### src/rtl/cds_pkg.sv
// Package with the shared types, codes and calendar helper functions.
`default_nettype none

package cds_pkg;

   localparam logic [1:0] CMD_HOLD    = 2'd0;
   localparam logic [1:0] CMD_FORWARD = 2'd1;
   localparam logic [1:0] CMD_BACK    = 2'd2;
   localparam logic [1:0] CMD_LOAD    = 2'd3;

   localparam logic [13:0] YEAR_MIN = 14'd1;
   localparam logic [13:0] YEAR_MAX = 14'd9999;

   // Reciprocal multipliers for division by 100 and by 7.
   localparam logic [25:0] RECIP_100 = 26'd5243;
   localparam logic [27:0] RECIP_7   = 28'd9363;

   // Reset date 1980-01-01, which is a Tuesday.
   localparam logic [6:0] RESET_CENTURY = 7'd19;
   localparam logic [6:0] RESET_YY      = 7'd80;
   localparam logic [3:0] RESET_MONTH   = 4'd1;
   localparam logic [4:0] RESET_DAY     = 5'd1;
   localparam logic [2:0] RESET_WDAY    = 3'd2;

   typedef struct packed {
      logic [1:0]  command;
      logic [13:0] year;
      logic [3:0]  month;
      logic [4:0]  day;
   } in_type;

   typedef struct packed {
      logic [1:0]  command;
      logic [6:0]  century;
      logic [6:0]  yy;
      logic [3:0]  month;
      logic [4:0]  day;
      logic [13:0] wsum;
   } prep_type;

   function automatic logic is_leap(input logic [6:0] century, input logic [6:0] yy);
      logic leap;
      if (yy == 7'd0) begin
         leap = (century[1:0] == 2'd0);
      end else begin
         leap = (yy[1:0] == 2'd0);
      end
      return leap;
   endfunction

   function automatic logic [4:0] month_len(input logic [3:0] month, input logic leap);
      logic [4:0] len;
      case (month)
         4'd2: begin
            len = leap ? 5'd29 : 5'd28;
         end
         4'd4, 4'd6, 4'd9, 4'd11: begin
            len = 5'd30;
         end
         default: begin
            len = 5'd31;
         end
      endcase
      return len;
   endfunction

   function automatic logic [2:0] month_key(input logic [3:0] month);
      logic [2:0] key;
      case (month)
         4'd1:    key = 3'd0;
         4'd2:    key = 3'd3;
         4'd3:    key = 3'd2;
         4'd4:    key = 3'd5;
         4'd5:    key = 3'd0;
         4'd6:    key = 3'd3;
         4'd7:    key = 3'd5;
         4'd8:    key = 3'd1;
         4'd9:    key = 3'd4;
         4'd10:   key = 3'd6;
         4'd11:   key = 3'd2;
         default: key = 3'd4;
      endcase
      return key;
   endfunction

   // Full year from century and year of century, by shifts and adds.
   function automatic logic [13:0] year_of(input logic [6:0] century, input logic [6:0] yy);
      logic [13:0] c;
      c = {7'd0, century};
      return (c << 6) + (c << 5) + (c << 2) + {7'd0, yy};
   endfunction

   // Quotient by 100 of a year up to 9999.
   function automatic logic [6:0] div100(input logic [13:0] y);
      logic [25:0] prod;
      prod = {12'd0, y} * RECIP_100;
      return prod[25:19];
   endfunction

endpackage

`default_nettype wire

### src/rtl/cds_load_prep.sv
// Load preparation stage: year split, day clamp and weekday sum of a loaded date.
`default_nettype none

module cds_load_prep (
   input  wire logic              clock,
   input  wire logic              reset,
   input  wire logic              in_valid,
   output logic                   in_ready,
   input  wire cds_pkg::in_type   in_word,
   output logic                   out_valid,
   input  wire logic              out_ready,
   output cds_pkg::prep_type      out_word
);

   logic              valid_ff;
   logic              valid_in;
   cds_pkg::prep_type word_ff;
   cds_pkg::prep_type word_in;

   logic [6:0]  century;
   logic [6:0]  yy;
   logic        leap;
   logic [4:0]  len;
   logic [4:0]  day_clamped;
   logic [13:0] year_adj;
   logic [6:0]  century_adj;

   always_comb begin
      century     = cds_pkg::div100(in_word.year);
      yy          = 7'(in_word.year - cds_pkg::year_of(century, 7'd0));
      leap        = cds_pkg::is_leap(century, yy);
      len         = cds_pkg::month_len(in_word.month, leap);
      if (in_word.day == 5'd0) begin
         day_clamped = 5'd1;
      end else if (in_word.day > len) begin
         day_clamped = len;
      end else begin
         day_clamped = in_word.day;
      end
      year_adj    = (in_word.month < 4'd3) ? in_word.year - 14'd1 : in_word.year;
      century_adj = cds_pkg::div100(year_adj);

      word_in.command = in_word.command;
      word_in.century = century;
      word_in.yy      = yy;
      word_in.month   = in_word.month;
      word_in.day     = day_clamped;
      word_in.wsum    = year_adj + {2'd0, year_adj[13:2]} - {7'd0, century_adj}
                        + {9'd0, century_adj[6:2]}
                        + {11'd0, cds_pkg::month_key(in_word.month)}
                        + {9'd0, day_clamped};
   end

   assign in_ready  = !valid_ff || out_ready;
   assign valid_in  = in_ready ? in_valid : valid_ff;
   assign out_valid = valid_ff;
   assign out_word  = word_ff;

   always_ff @(posedge clock) begin
      if (reset) begin
         valid_ff <= 1'b0;
      end else begin
         valid_ff <= valid_in;
      end
   end

   always_ff @(posedge clock) begin
      if (in_ready && in_valid) begin
         word_ff <= word_in;
      end
   end

endmodule

`default_nettype wire

### src/rtl/cds_date_core.sv
// Date state, day stepping, weekday tracking and the result register.
`default_nettype none

module cds_date_core (
   input  wire logic               clock,
   input  wire logic               reset,
   input  wire logic               in_valid,
   output logic                    in_ready,
   input  wire cds_pkg::prep_type  in_word,
   output logic                    rsp_valid,
   input  wire logic               rsp_ready,
   output logic [13:0]             year_out,
   output logic [3:0]              month_out,
   output logic [4:0]              day_out,
   output logic [2:0]              weekday
);

   logic [6:0] century_ff;
   logic [6:0] century_in;
   logic [6:0] yy_ff;
   logic [6:0] yy_in;
   logic [3:0] month_ff;
   logic [3:0] month_in;
   logic [4:0] day_ff;
   logic [4:0] day_in;
   logic [2:0] wday_ff;
   logic [2:0] wday_in;

   logic        rsp_valid_ff;
   logic        rsp_valid_in;
   logic [13:0] year_out_ff;
   logic [3:0]  month_out_ff;
   logic [4:0]  day_out_ff;
   logic [2:0]  wday_out_ff;

   logic        fire;
   logic        leap;
   logic [4:0]  len;
   logic        at_max;
   logic        at_min;
   logic [3:0]  month_prev;
   logic [27:0] prod;
   logic [11:0] quot;
   logic [14:0] quot7;
   logic [14:0] rem;

   assign in_ready = !rsp_valid_ff || rsp_ready;
   assign fire     = in_valid && in_ready;

   always_comb begin
      leap       = cds_pkg::is_leap(century_ff, yy_ff);
      len        = cds_pkg::month_len(month_ff, leap);
      at_max     = (century_ff == 7'd99) && (yy_ff == 7'd99) && (month_ff == 4'd12)
                   && (day_ff == 5'd31);
      at_min     = (century_ff == 7'd0) && (yy_ff == 7'd1) && (month_ff == 4'd1)
                   && (day_ff == 5'd1);
      month_prev = (month_ff == 4'd1) ? 4'd12 : month_ff - 4'd1;

      prod  = {14'd0, in_word.wsum} * cds_pkg::RECIP_7;
      quot  = prod[27:16];
      quot7 = {quot, 3'd0} - {3'd0, quot};
      rem   = {1'b0, in_word.wsum} - quot7;

      century_in = century_ff;
      yy_in      = yy_ff;
      month_in   = month_ff;
      day_in     = day_ff;
      wday_in    = wday_ff;

      case (in_word.command)
         cds_pkg::CMD_FORWARD: begin
            if (!at_max) begin
               wday_in = (wday_ff == 3'd6) ? 3'd0 : wday_ff + 3'd1;
               if (day_ff < len) begin
                  day_in = day_ff + 5'd1;
               end else begin
                  day_in = 5'd1;
                  if (month_ff == 4'd12) begin
                     month_in = 4'd1;
                     if (yy_ff == 7'd99) begin
                        yy_in      = 7'd0;
                        century_in = century_ff + 7'd1;
                     end else begin
                        yy_in = yy_ff + 7'd1;
                     end
                  end else begin
                     month_in = month_ff + 4'd1;
                  end
               end
            end
         end
         cds_pkg::CMD_BACK: begin
            if (!at_min) begin
               wday_in = (wday_ff == 3'd0) ? 3'd6 : wday_ff - 3'd1;
               if (day_ff > 5'd1) begin
                  day_in = day_ff - 5'd1;
               end else begin
                  month_in = month_prev;
                  day_in   = cds_pkg::month_len(month_prev, leap);
                  if (month_ff == 4'd1) begin
                     if (yy_ff == 7'd0) begin
                        yy_in      = 7'd99;
                        century_in = century_ff - 7'd1;
                     end else begin
                        yy_in = yy_ff - 7'd1;
                     end
                  end
               end
            end
         end
         cds_pkg::CMD_LOAD: begin
            century_in = in_word.century;
            yy_in      = in_word.yy;
            month_in   = in_word.month;
            day_in     = in_word.day;
            wday_in    = rem[2:0];
         end
         default: begin
         end
      endcase

      rsp_valid_in = fire ? 1'b1 : (rsp_valid_ff && !rsp_ready);
   end

   always_ff @(posedge clock) begin
      if (reset) begin
         century_ff   <= cds_pkg::RESET_CENTURY;
         yy_ff        <= cds_pkg::RESET_YY;
         month_ff     <= cds_pkg::RESET_MONTH;
         day_ff       <= cds_pkg::RESET_DAY;
         wday_ff      <= cds_pkg::RESET_WDAY;
         rsp_valid_ff <= 1'b0;
      end else begin
         rsp_valid_ff <= rsp_valid_in;
         if (fire) begin
            century_ff <= century_in;
            yy_ff      <= yy_in;
            month_ff   <= month_in;
            day_ff     <= day_in;
            wday_ff    <= wday_in;
         end
      end
   end

   always_ff @(posedge clock) begin
      if (fire) begin
         year_out_ff  <= cds_pkg::year_of(century_in, yy_in);
         month_out_ff <= month_in;
         day_out_ff   <= day_in;
         wday_out_ff  <= wday_in;
      end
   end

   assign rsp_valid = rsp_valid_ff;
   assign year_out  = year_out_ff;
   assign month_out = month_out_ff;
   assign day_out   = day_out_ff;
   assign weekday   = wday_out_ff;

endmodule

`default_nettype wire

### src/rtl/calendar_day_stepper_top.sv
// An accepted input word passes the input, preparation and result registers before its result word; stalls add delay.
// Throughput: one word per cycle while the result side takes words; the date registers update on each accepted word.
// Load words pass a clamp register and a preparation register before the date stage.
// Reset is synchronous and active high; it empties the pipeline and sets 1980-01-01.
// A result word waits in the output register; earlier stages accept only until their registers are full.
`default_nettype none

module calendar_day_stepper_top (
   input  wire logic        clock,
   input  wire logic        reset,
   input  wire logic        req_tvalid,
   output logic             req_tready,
   input  wire logic [23:0] req_tdata,   // load_year, load_month, load_day, zero fill
   input  wire logic [1:0]  req_tuser,   // command
   output logic             rsp_tvalid,
   input  wire logic        rsp_tready,
   output logic [31:0]      rsp_tdata    // year_out, month_out, day_out, weekday, zero fill
);

   logic              in_valid_ff;
   logic              in_valid_in;
   cds_pkg::in_type   in_word_ff;
   cds_pkg::in_type   in_word_in;
   logic              prep_ready;
   logic              prep_valid;
   cds_pkg::prep_type prep_word;
   logic              core_ready;
   logic [13:0]       year_out;
   logic [3:0]        month_out;
   logic [4:0]        day_out;
   logic [2:0]        weekday;
   logic [13:0]       req_year;
   logic [3:0]        req_month;

   assign req_year  = req_tdata[13:0];
   assign req_month = req_tdata[17:14];

   always_comb begin
      in_word_in.command = req_tuser;
      if (req_year < cds_pkg::YEAR_MIN) begin
         in_word_in.year = cds_pkg::YEAR_MIN;
      end else if (req_year > cds_pkg::YEAR_MAX) begin
         in_word_in.year = cds_pkg::YEAR_MAX;
      end else begin
         in_word_in.year = req_year;
      end
      if (req_month == 4'd0) begin
         in_word_in.month = 4'd1;
      end else if (req_month > 4'd12) begin
         in_word_in.month = 4'd12;
      end else begin
         in_word_in.month = req_month;
      end
      in_word_in.day = req_tdata[22:18];
   end

   assign req_tready  = !in_valid_ff || prep_ready;
   assign in_valid_in = req_tready ? req_tvalid : in_valid_ff;

   always_ff @(posedge clock) begin
      if (reset) begin
         in_valid_ff <= 1'b0;
      end else begin
         in_valid_ff <= in_valid_in;
      end
   end

   always_ff @(posedge clock) begin
      if (req_tvalid && req_tready) begin
         in_word_ff <= in_word_in;
      end
   end

   cds_load_prep u_load_prep (
      .clock     (clock),
      .reset     (reset),
      .in_valid  (in_valid_ff),
      .in_ready  (prep_ready),
      .in_word   (in_word_ff),
      .out_valid (prep_valid),
      .out_ready (core_ready),
      .out_word  (prep_word)
   );

   cds_date_core u_date_core (
      .clock     (clock),
      .reset     (reset),
      .in_valid  (prep_valid),
      .in_ready  (core_ready),
      .in_word   (prep_word),
      .rsp_valid (rsp_tvalid),
      .rsp_ready (rsp_tready),
      .year_out  (year_out),
      .month_out (month_out),
      .day_out   (day_out),
      .weekday   (weekday)
   );

   assign rsp_tdata = {6'd0, weekday, day_out, month_out, year_out};

endmodule

`default_nettype wire

### config.mk
export PLATFORM = sky130hd
export DESIGN_NAME = calendar_day_stepper_top
export DESIGN_NICKNAME = d
export VERILOG_FILES = /design/src/rtl/cds_pkg.sv /design/src/rtl/cds_load_prep.sv /design/src/rtl/cds_date_core.sv /design/src/rtl/calendar_day_stepper_top.sv
export SDC_FILE = /design/constraint.sdc
export NUM_CORES = 1
export LEC_CHECK = 0
export BUFFER_PORTS_ARGS = -buffer_cell sky130_fd_sc_hd__buf_4
export CORE_ASPECT_RATIO = 0.5
export CORE_MARGIN = 1
export CORE_UTILIZATION = 46
export DETAILED_ROUTE_END_ITERATION = 8
export GPL_TIMING_DRIVEN = 0
export HOLD_SLACK_MARGIN = 0.15
export PLACE_DENSITY_LB_ADDON = 0.2
export SLEW_MARGIN = 30
export SYNTH_ARGS = -nofsm -noshare
export SYNTH_HDL_FRONTEND = slang
export SYNTH_SLANG_ARGS = --single-unit
export TNS_END_PERCENT = 5
### constraint.sdc
create_clock -name clock -period 23.6 [get_ports clock]
set_input_delay 2.36 -clock clock [delete_from_list [all_inputs] [get_ports clock]]
set_output_delay 2.36 -clock clock [all_outputs]
set_load 0.01 [all_outputs]
==> key figures <==
Flow run
  – Max-Cap Viols: 0

Logic synthesis
  – Post-synth cell types: 83
  – Synth top area share: 25.3%
  – Post-synth ARST share: 0%
  – Synthesized area per cell: 9.63 sq um
  – #FFs+latches synth: 119
  – Mapped cell area: 0.0177 sq mm
  – Yosys warning total: 0
  – Post-synth EDFFs: 90
  – Synth area leader: ha_1
  – Sequential fraction of the synthesis area: 18.6%
  – Post-synth top flop: edfxtp_1
  – Largest cells by area after synthesis: ha_1 25%, fa_1 20%, edfxtp_1 15%
  – Syn Inst Count: ~1.8k

Clock tree
  – CTS Buf Count: 17
  – Root buf cell: clkbuf_16
  – CTS tree: yes
  – Post-CTS Setup Repair Bufs: 0
  – Htree depth: 4
  – Post_cts resized: 0
  – Latest clock arrival within the worst-skew pair: 460 ps
  – Clock sinks: 119
  – Clock Tree Buf Depth: 2
  – Post-CTS Hold Buffers: 0
  – Clock slew at reported path FFs: approximately 60 ps

Floorplanning
  – Core area: 0.0376 sq mm
  – Core Rows: 50
  – Die height: 141 microns
  – # IOs: 64
  – Die footprint: between 0.03 and 0.04 sq mm
  – Die X: 279 microns
  – Initial Util: 46.9%

Detailed routing
  – Vias per cell: 5.30
  – Post-detailed-route count of antenna-violating nets: 0
  – Residual DRC count: 0
  – WL/cell: ~17 microns
  – Vias after detailed routing: 13.0k
  – First-pass DRT Iterations: 5
  – Initial DRC count: 848
  – Drt total wl: between 40000 and 50000 microns

Timing
  – Hold Slack: between 400 and 500 ps
  – Fin Setup TNS: 0 ps
  – Final count of pins violating max slew: 0
  – Worst-Margin Slew: 974 ps
  – Setup slack after layout: 11580 ps
  – RSZ-0062 raised after global routing: false
  – Slew headroom: 34.4%
  – Final hold viol count: 0
  – Finish-stage setup viols: 0
  – Final setup skew: 21.8 ps
  – Tmin final: around 12000 ps
  – Final period util: 50.9%
  – Fmax: 0.0832 GHz

Worst setup path
  – Capturing element type of the critical path: register
  – Worst Path Buf+Inv: 8
  – Data arrival, critical path: 12210 ps
  – Cell repeated most along the worst path: fa_1
  – WP data required: roughly 24000 ps
  – Crit-path max FO: 8
  – CP max stage cell: a211oi_1
  – CP delay by family, top: adder cells
  – Crit-path max cell delay: 720 ps
  – Crit Path Category: register to register
  – Startpoint Class: register

Placed design
  – GP Congestion: about 0.94
  – Port bufs: between 50 and 60
  – Placed instance count: 2417
  – Dpl ws: 11540 ps
  – Final HPWL DP: 35000 microns

Global route
  – Largest net degree at the start of global routing: 23
  – Initial antenna violation count: 1
  – Global-route wire length before repair: 68800 microns
  – Gr usage total: 22.6%
  – Vias in the first global route: between 10k and 15k
  – Total global routing overflow: 0

Layout
  – Fillers: 3479
  – Most common cell after layout, fill and taps aside: inv_1
  – Nets@finish: 2481
  – Layout Cells excl Fill: about 2.4k
  – Inserted Diodes: 0
  – Share of layout cells above drive strength 1: 7.15%
  – Area growth syn-to-layout: 10.5%
  – Commonest cells after routing, fill and taps aside: 372 x inv_1, 357 x ha_1, 178 x fa_1

Hold path
  – Worst Hold Class: register to register

Outcome
  – Status: completed
## per-stage QoR
| stage | utilization (%) | instance area (sq um) |
|---|---|---|
| 2_1_floorplan | - | 17700 |
| 3_3_place_gp | 49.8 | 18700 |
| 3_5_place_dp | 50.3 | 18900 |
| 4_1_cts | 51.8 | 19500 |
| 5_1_grt | 51.9 | 19500 |
| 6_report | 51.9 | 19500 |
## sequential cells by signal, indices dropped and copies added (netlist names), 3 cells and up
register and cells:
u_date_core.yy_ff 7, u_date_core.year_out 14, u_date_core.month_ff 4, u_date_core.month_out 4, u_date_core.day_ff 5, u_date_core.weekday 3, u_date_core.century_ff 7, u_date_core.wday_ff 3
u_load_prep.out_word 39, u_date_core.day_out 5, in_word_ff 25
## layer usage
layer | wire [microns] | vias to the layer above | GRT usage [%]
li1 | - | 6382 | -
met5 | 0 | - | 0
met3 | 1750 | 44 | 3.19
met1 | 21200 | 6273 | 32.1
met2 | 18800 | 285 | 36.1
met4 | 752 | 0 | 5.93
## worst reg2reg max path: cells and delay by family, from the launching register on
kind	cells	cell delay, ps
xor+xnor	1	160
simple gates	7	1080
compound gates	12	2760
buf+inv	8	680
fa+ha+maj	15	5890
flops	1	710
mux	2	490
## path summary, 6_finish.rpt
path	startpoint	to	slack [ps]	cells past startpoint
worst max-delay path	in_word_ff[20]$_SDFFCE_PP0P_	u_load_prep.out_word[12]$_DFFE_PP_	11580	45
worst min-delay path	in_word_ff[23]$_DFFE_PP_	u_load_prep.out_word[37]$_DFFE_PP_	420	0
worst max register to register	in_word_ff[20]$_SDFFCE_PP0P_	u_load_prep.out_word[12]$_DFFE_PP_	11580	45
worst min register to register	in_word_ff[23]$_DFFE_PP_	u_load_prep.out_word[37]$_DFFE_PP_	420	0
## layout make-up
type                    count  area [sq um]  area share (%)
inverters                 372          1400            7.16
clock inverters            15           160           0.821
flip-flops and latches    119          3280            16.8
multi-input cells        1289         12800            65.8
clock buffers              17           425            2.18
repair buffers             59           490            2.52
plain buffers              58           267            1.37
well taps                 520           651            3.34
## cell usage after synthesis (all sizes together) (7+ instances only)
cell type and n:
o21bai 12, ha 357, nand2 79, xnor2 53, and2 10, edfxtp 90
fa 178, buf 16, nand4 13, o21ai 46, clkbuf 42, a21oi 96
nand2b 11, o22ai 9, nand3 40, dfxtp 29, nor2 81, nor3 28
o31ai 13, o21a 19, mux2i 7, a211oi 18, and3 16, or3 13
nor4 10, a31oi 13, o211ai 11, a21o 26, inv 372, xor2 22
## cells by family (layout without fill, tap and decap cells)
logic type / Yosys count / count (layout) / share of synthesized area (%)
XOR/XNOR: 75 / 75 / 3.72
AND/OR/NAND/NOR: 329 / 329 / 9.45
adder cells (fa/ha/maj): 535 / 535 / 45.5
flip-flops: 119 / 119 / 18.6
buffers and inverters: 430 / 521 / 9.41
other: 1 / 6 / 0.0212
multiplexers: 9 / 9 / 0.525
AO/OA/AOI/OAI: 335 / 335 / 12.8
Power is not shown: default switching activity piles up to over one toggle a cycle in this logic, so the estimate is an artifact.
